File: src/hdl/vps_pkg.sv
// Shared constants, microcode types and the control program of the presence soft-clip core.
package vps_pkg;

    localparam int DEF_TANH_ENTRIES = 256;
    localparam int DEF_SAMPLE_BITS  = 16;
    localparam int CH_W             = 4;
    localparam int CFG_INDEX_W      = 3;
    localparam int CFG_DATA_W       = 16;
    localparam int STEP_W           = 5;

    typedef logic [STEP_W-1:0] t_step;

    // Configuration register indexes.
    typedef enum logic [CFG_INDEX_W-1:0] {
        REG_EFFECT_ON = 3'd0,
        REG_HP_COEFF  = 3'd1,
        REG_DRIVE     = 3'd2,
        REG_PRESENCE  = 3'd3,
        REG_LEVEL     = 3'd4
    } t_cfg_reg;

    // Program steps.
    localparam t_step ST_HP_MUL   = 5'd0;
    localparam t_step ST_HP_SAT   = 5'd1;
    localparam t_step ST_PRES_MUL = 5'd2;
    localparam t_step ST_MIX      = 5'd3;
    localparam t_step ST_DRV_MUL  = 5'd4;
    localparam t_step ST_DRV      = 5'd5;
    localparam t_step ST_ABS      = 5'd6;
    localparam t_step ST_POS_MUL  = 5'd7;
    localparam t_step ST_INDEX    = 5'd8;
    localparam t_step ST_RD_LO    = 5'd9;
    localparam t_step ST_RD_HI    = 5'd10;
    localparam t_step ST_DIFF     = 5'd11;
    localparam t_step ST_FRAC_MUL = 5'd12;
    localparam t_step ST_INTERP   = 5'd13;
    localparam t_step ST_SIGN     = 5'd14;
    localparam t_step ST_LVL_MUL  = 5'd15;
    localparam t_step ST_OUT      = 5'd16;
    localparam t_step ST_BYPASS   = 5'd17;
    localparam t_step STEP_LAST   = ST_BYPASS;

    typedef enum logic {
        MA_DIFF,
        MA_ACC
    } t_mul_a;

    typedef enum logic [2:0] {
        MB_ALPHA,
        MB_PRESENCE,
        MB_DRIVE,
        MB_ENTRIES,
        MB_FRAC,
        MB_LEVEL
    } t_mul_b;

    typedef enum logic [2:0] {
        ACC_HOLD,
        ACC_HP,
        ACC_MIX,
        ACC_DRV,
        ACC_ABS,
        ACC_DIFF,
        ACC_INTERP,
        ACC_SIGN
    } t_acc_op;

    typedef enum logic [1:0] {
        ROM_NONE,
        ROM_IDX,
        ROM_NEXT
    } t_rom_rd;

    typedef enum logic [1:0] {
        OUT_NONE,
        OUT_PRODUCT,
        OUT_BYPASS
    } t_out_op;

    typedef enum logic [1:0] {
        JMP_NEXT,
        JMP_IF_OFF,
        JMP_END
    } t_jump;

    // One control word of the program.
    typedef struct packed {
        logic    mul_en;
        t_mul_a  mul_a;
        t_mul_b  mul_b;
        t_acc_op acc_op;
        logic    wr_state;
        logic    ld_sat;
        logic    ld_idx;
        t_rom_rd rom_rd;
        logic    ld_y0;
        t_out_op out_op;
        t_jump   jump;
        t_step   target;
    } t_uword;

    // Datapath status seen by the sequencer.
    typedef struct packed {
        logic effect_on;
        logic out_busy;
    } t_dp_status;

    localparam t_uword UW_NOP = '{
        mul_en:   1'b0,
        mul_a:    MA_ACC,
        mul_b:    MB_ALPHA,
        acc_op:   ACC_HOLD,
        wr_state: 1'b0,
        ld_sat:   1'b0,
        ld_idx:   1'b0,
        rom_rd:   ROM_NONE,
        ld_y0:    1'b0,
        out_op:   OUT_NONE,
        jump:     JMP_NEXT,
        target:   ST_HP_MUL
    };

    // The control program.
    function automatic t_uword ucode(t_step s);
        t_uword w;
        w = UW_NOP;
        unique case (s)
            ST_HP_MUL: begin
                w.mul_en = 1'b1;
                w.mul_a  = MA_DIFF;
                w.mul_b  = MB_ALPHA;
                w.jump   = JMP_IF_OFF;
                w.target = ST_BYPASS;
            end
            ST_HP_SAT: begin
                w.acc_op   = ACC_HP;
                w.wr_state = 1'b1;
            end
            ST_PRES_MUL: begin
                w.mul_en = 1'b1;
                w.mul_b  = MB_PRESENCE;
            end
            ST_MIX:      w.acc_op = ACC_MIX;
            ST_DRV_MUL: begin
                w.mul_en = 1'b1;
                w.mul_b  = MB_DRIVE;
            end
            ST_DRV:      w.acc_op = ACC_DRV;
            ST_ABS:      w.acc_op = ACC_ABS;
            ST_POS_MUL: begin
                w.mul_en = 1'b1;
                w.mul_b  = MB_ENTRIES;
                w.ld_sat = 1'b1;
            end
            ST_INDEX:    w.ld_idx = 1'b1;
            ST_RD_LO:    w.rom_rd = ROM_IDX;
            ST_RD_HI: begin
                w.rom_rd = ROM_NEXT;
                w.ld_y0  = 1'b1;
            end
            ST_DIFF:     w.acc_op = ACC_DIFF;
            ST_FRAC_MUL: begin
                w.mul_en = 1'b1;
                w.mul_b  = MB_FRAC;
            end
            ST_INTERP:   w.acc_op = ACC_INTERP;
            ST_SIGN:     w.acc_op = ACC_SIGN;
            ST_LVL_MUL: begin
                w.mul_en = 1'b1;
                w.mul_b  = MB_LEVEL;
            end
            ST_OUT: begin
                w.out_op = OUT_PRODUCT;
                w.jump   = JMP_END;
            end
            ST_BYPASS: begin
                w.out_op = OUT_BYPASS;
                w.jump   = JMP_END;
            end
            default:     w.jump = JMP_END;
        endcase
        return w;
    endfunction

endpackage

File: src/hdl/vps_seq.sv
// Microcode sequencer: step counter, program lookup and conditional jumps.
module vps_seq import vps_pkg::*; (
    input  logic       i_clk,
    input  logic       i_rst_n,
    input  logic       i_start,
    input  t_dp_status i_status,
    output logic       o_busy,
    output t_uword     o_cw
);

    logic   r_busy;
    logic   n_busy;
    t_step  r_step;
    t_step  n_step;
    t_uword cw_raw;
    logic   stall;

    assign cw_raw = ucode(r_step);
    // A result step waits while the output register still holds an untaken beat.
    assign stall  = (cw_raw.out_op != OUT_NONE) && i_status.out_busy;
    assign o_cw   = (r_busy && !stall) ? cw_raw : UW_NOP;
    assign o_busy = r_busy;

    always_comb begin
        n_busy = r_busy;
        n_step = r_step;
        if (i_start) begin
            n_busy = 1'b1;
            n_step = ST_HP_MUL;
        end else if (r_busy && !stall) begin
            unique case (cw_raw.jump)
                JMP_NEXT:   n_step = STEP_W'(r_step + 1'b1);
                JMP_IF_OFF: n_step = i_status.effect_on ? STEP_W'(r_step + 1'b1)
                                                        : cw_raw.target;
                JMP_END:    n_busy = 1'b0;
                default:    n_busy = 1'b0;
            endcase
        end
    end

    always_ff @(posedge i_clk) begin
        if (!i_rst_n) begin
            r_busy <= 1'b0;
            r_step <= ST_HP_MUL;
        end else begin
            r_busy <= n_busy;
            r_step <= n_step;
        end
    end

    a_start_idle: assert property (@(posedge i_clk) disable iff (!i_rst_n)
        i_start |-> !r_busy)
        else $error("new sample started while the program is running");

    a_stall_holds: assert property (@(posedge i_clk) disable iff (!i_rst_n)
        (r_busy && stall) |=> (r_busy && $stable(r_step)))
        else $error("program moved on while the result step was stalled");

    a_step_range: assert property (@(posedge i_clk) disable iff (!i_rst_n)
        r_busy |-> (r_step <= STEP_LAST))
        else $error("step counter left the program");

endmodule

File: config.mk
export PLATFORM = sky130hd
export DESIGN_NAME = vps_seq
export DESIGN_NICKNAME = d
export VERILOG_FILES = /design/src/hdl/vps_pkg.sv /design/src/hdl/vps_seq.sv
export SDC_FILE = /design/constraint.sdc
export NUM_CORES = 1
export LEC_CHECK = 0
export BUFFER_PORTS_ARGS = -buffer_cell sky130_fd_sc_hd__buf_2
export CAP_MARGIN = 20
export CELL_PAD_IN_SITES_DETAIL_PLACEMENT = 0
export CELL_PAD_IN_SITES_GLOBAL_PLACEMENT = 1
export CORE_UTILIZATION = 35
export CTS_CLUSTER_SIZE = 30
export DETAILED_ROUTE_END_ITERATION = 8
export MAX_ROUTING_LAYER = met4
export PLACE_DENSITY_LB_ADDON = 0.1
export SYNTH_ARGS = -nofsm -noshare
export SYNTH_HDL_FRONTEND = slang
export SYNTH_SLANG_ARGS = --single-unit
export TNS_END_PERCENT = 100
File: constraint.sdc
create_clock -name i_clk -period 4.3 [get_ports i_clk]
set_input_delay 0.215 -clock i_clk [delete_from_list [all_inputs] [get_ports i_clk]]
set_output_delay 0.215 -clock i_clk [all_outputs]
set_load 0.02 [all_outputs]
==> run_results.csv <==
group,metric,value,unit
placement,placed_cell_area,860,µm²
synth,yosysTopAreaCell,"dfxtp_1",
cts,clock_sinks,6,
flow_run,max_cap_violations,0,
cts,insertion_delay,240,ps
synth,synth_area_leaders,"dfxtp_1 (16%), ha_1 (8.3%), nor2_1 (7.5%), buf_4 (7.0%), nand2b_1 (6.6%)",
cts,clockBufferDepth,2,
routing,antenna_left,0,
synth,synth_seq_cells,6,
global_route,grt_pass1_vias,710,
setup_path,worst-path-max-fanout,8,
setup_path,worstSetupEndpointType,"output pin",
timing,timing.fmax,397,MHz
cts,cts_buffers,3,
cts,cts_resized,0,
global_route,grt.total_usage,0.178,
timing,final.setup.tns,0,ps
cells_and_area,seqCellArea,120,µm²
routing,via_per_inst,5.19,
outcome,outcome,"finished, final reports clean",
placement,dp_hpwl,1530,µm
global_route,antenna_found_initial,0,
routing,drc,0,
power,power_density,178,mW/mm²
timing,rsz0062_at_grt,"false",
global_route,grt_pass1_wl,3230,µm
synth,synth_edf_count,0,
cells_and_area,drive_gt1_frac,0.258,
setup_path,critPathKind,"reg -> out",
setup_path,setup.worst_path.start_class,"register",
cts,hold_buffers,0,
synth,synthCells,107,
synth,synthFlopType,"dfxtp_1",
routing,routed-via-count,804,
timing,slew_headroom,0.608,
cts,cts_setup_buffers,0,
synth,yosys.area.top_type_share,0.159,
synth,postSynthAreaPerCell,7.04,µm²
cells_and_area,fin_area,882,µm²
floorplan,core,0.00200,mm²
synth,synth_area,753,µm²
synth,synthTopCellsByCount,"nor2_1 (15), nand2_1 (8), nand2b_1 (8)",
timing,setup_viol,0,
global_route,overflow,0,
floorplan,die-height,48.4,µm
cells_and_area,nets,140,
synth,ys_seq_area_frac,0.159,
synth,yosysWarnings,0,
setup_path,arrival,2310,ps
cells_and_area,area_growth,17.1,%
routing,wire_per_inst,12.6,µm
synth,synth_cell_types,36,
timing,hold_violations,0,
power,leakage,0.424,nW
worst_hold_path,hp-class,"in -> reg",
cells_and_area,antenna_cells,0,
timing,period_minus_slack,2520,ps
floorplan,start_util,0.376,
cts,htree_levels,1,
synth,async_reset_ff_frac,0,
cells_and_area,multi_input_area,562,µm²
floorplan,die-area,0.00234,mm²
placement,place.port_buffers,25,
cts,tritoncts,"yes",
placement,place_congestion,0.780,
placement,place_inst,152,
routing,dr.pass1.iters,4,
cts,clk_pin_slew_worst_paths,40,ps
setup_path,critPathRequiredTime,4090,ps
floorplan,io_pins,29,
cts,ctsRootBufferMaster,"clkbuf_4",
global_route,grt_max_degree,20,
floorplan,rows,16,
cells_and_area,final_cells,155,
timing,report.final.slew_viol_count,0,
routing,drt_iter0_markers,12,
cells_and_area,fill_cells,227,
floorplan,dieWidth,48.4,µm
timing,timing.final.crit_share,0.586,
timing,finClkSkew,2.20,ps
routing,routed_wl,1950,µm
timing,worst_slew_pin_slew,580,ps
power,ir_worst_vdd,140,µV
synth,yosysMostFrequentCell,"nor2_1",
==> through the flow <==
stage	utilization	hold slack [ps]	power [mW]	setup WS (ps)
after floorplan	-	353	0.0976	2030
after global placement	0.429	485	0.107	2030
after detailed placement	0.429	495	0.107	2040
after CTS	0.441	239	0.160	1770
after global routing	0.441	239	0.168	1530
final	0.441	246	0.157	1780
==> path summary, 6_finish.rpt <==
path | startpoint | end | slack (ps) | depth (start not counted)
max | r_step[0]$_SDFFE_PP0P_ | o_cw[6] | 1780 | 6
min reg2reg | r_step[1]$_SDFFE_PP0P_ | r_step[1]$_SDFFE_PP0P_ | 520 | 2
min | i_rst_n | o_busy$_SDFFE_PN0P_ | 250 | 3
max reg2reg | r_step[0]$_SDFFE_PP0P_ | r_step[1]$_SDFFE_PP0P_ | 2070 | 6
==> logic make-up (layout without fill, tap and decap cells) <==
kind of cell    count (synthesis)  in the layout  synth area share
buf+inv                        14             33             0.105
fa+ha+maj                       5              5            0.0831
mux                             3              3            0.0399
simple gates                   52             52             0.364
flops                           6              6             0.159
compound gates                 26             26             0.244
other cells                     1              3           0.00498
==> layer usage <==
metal / vias to the layer above / global-route usage / wire length, µm
met5: - / - / 0
met4: 0 / 0.0882 / 24
met3: 2 / 0.00629 / 83
met2: 27 / 0.296 / 948
met1: 363 / 0.221 / 892
li1: 412 / - / -
==> critical path: stages (launching register included) <==
cell and delay (ps):
dfxtp_1 340, ha_1 330, and3_1 230, ha_1 250, or4b_4 590, nor3_1 130, buf_2 180
==> layout by cell type (no fill, tap or decap), drive strengths merged, types with 2 or more instances in the layout <==
cell,Yosys,routed
buf,7,25
nor2,15,15
nand2,8,8
nand2b,8,8
a21oi,6,6
dfxtp,6,6
inv,5,5
nor2b,5,5
ha,5,5
a21o,4,4
o21ai,4,4
a31oi,3,3
and2,3,3
nor3,3,3
mux2i,3,3
conb,1,3
clkbuf,2,3
nand3,2,2
==> flip-flops by register name, summed over array words and instances, names as in the netlist <==
signal / cells
r_step: 5
o_busy: 1
==> power breakdown <==
part           internal [mW]  switching, mW
sequential            0.0575        0.00266
combinational         0.0152         0.0309
clock                 0.0315         0.0189
==> cell type report <==
class,instances,share of cell area
Sequential cell,6,0.136
Inverter,5,0.0213
Multi-Input combinational cell,89,0.637
Timing Repair Buffer,25,0.142
Clock buffer,3,0.0255
Tap cell,27,0.0383
(Power assumes the default switching activity.)
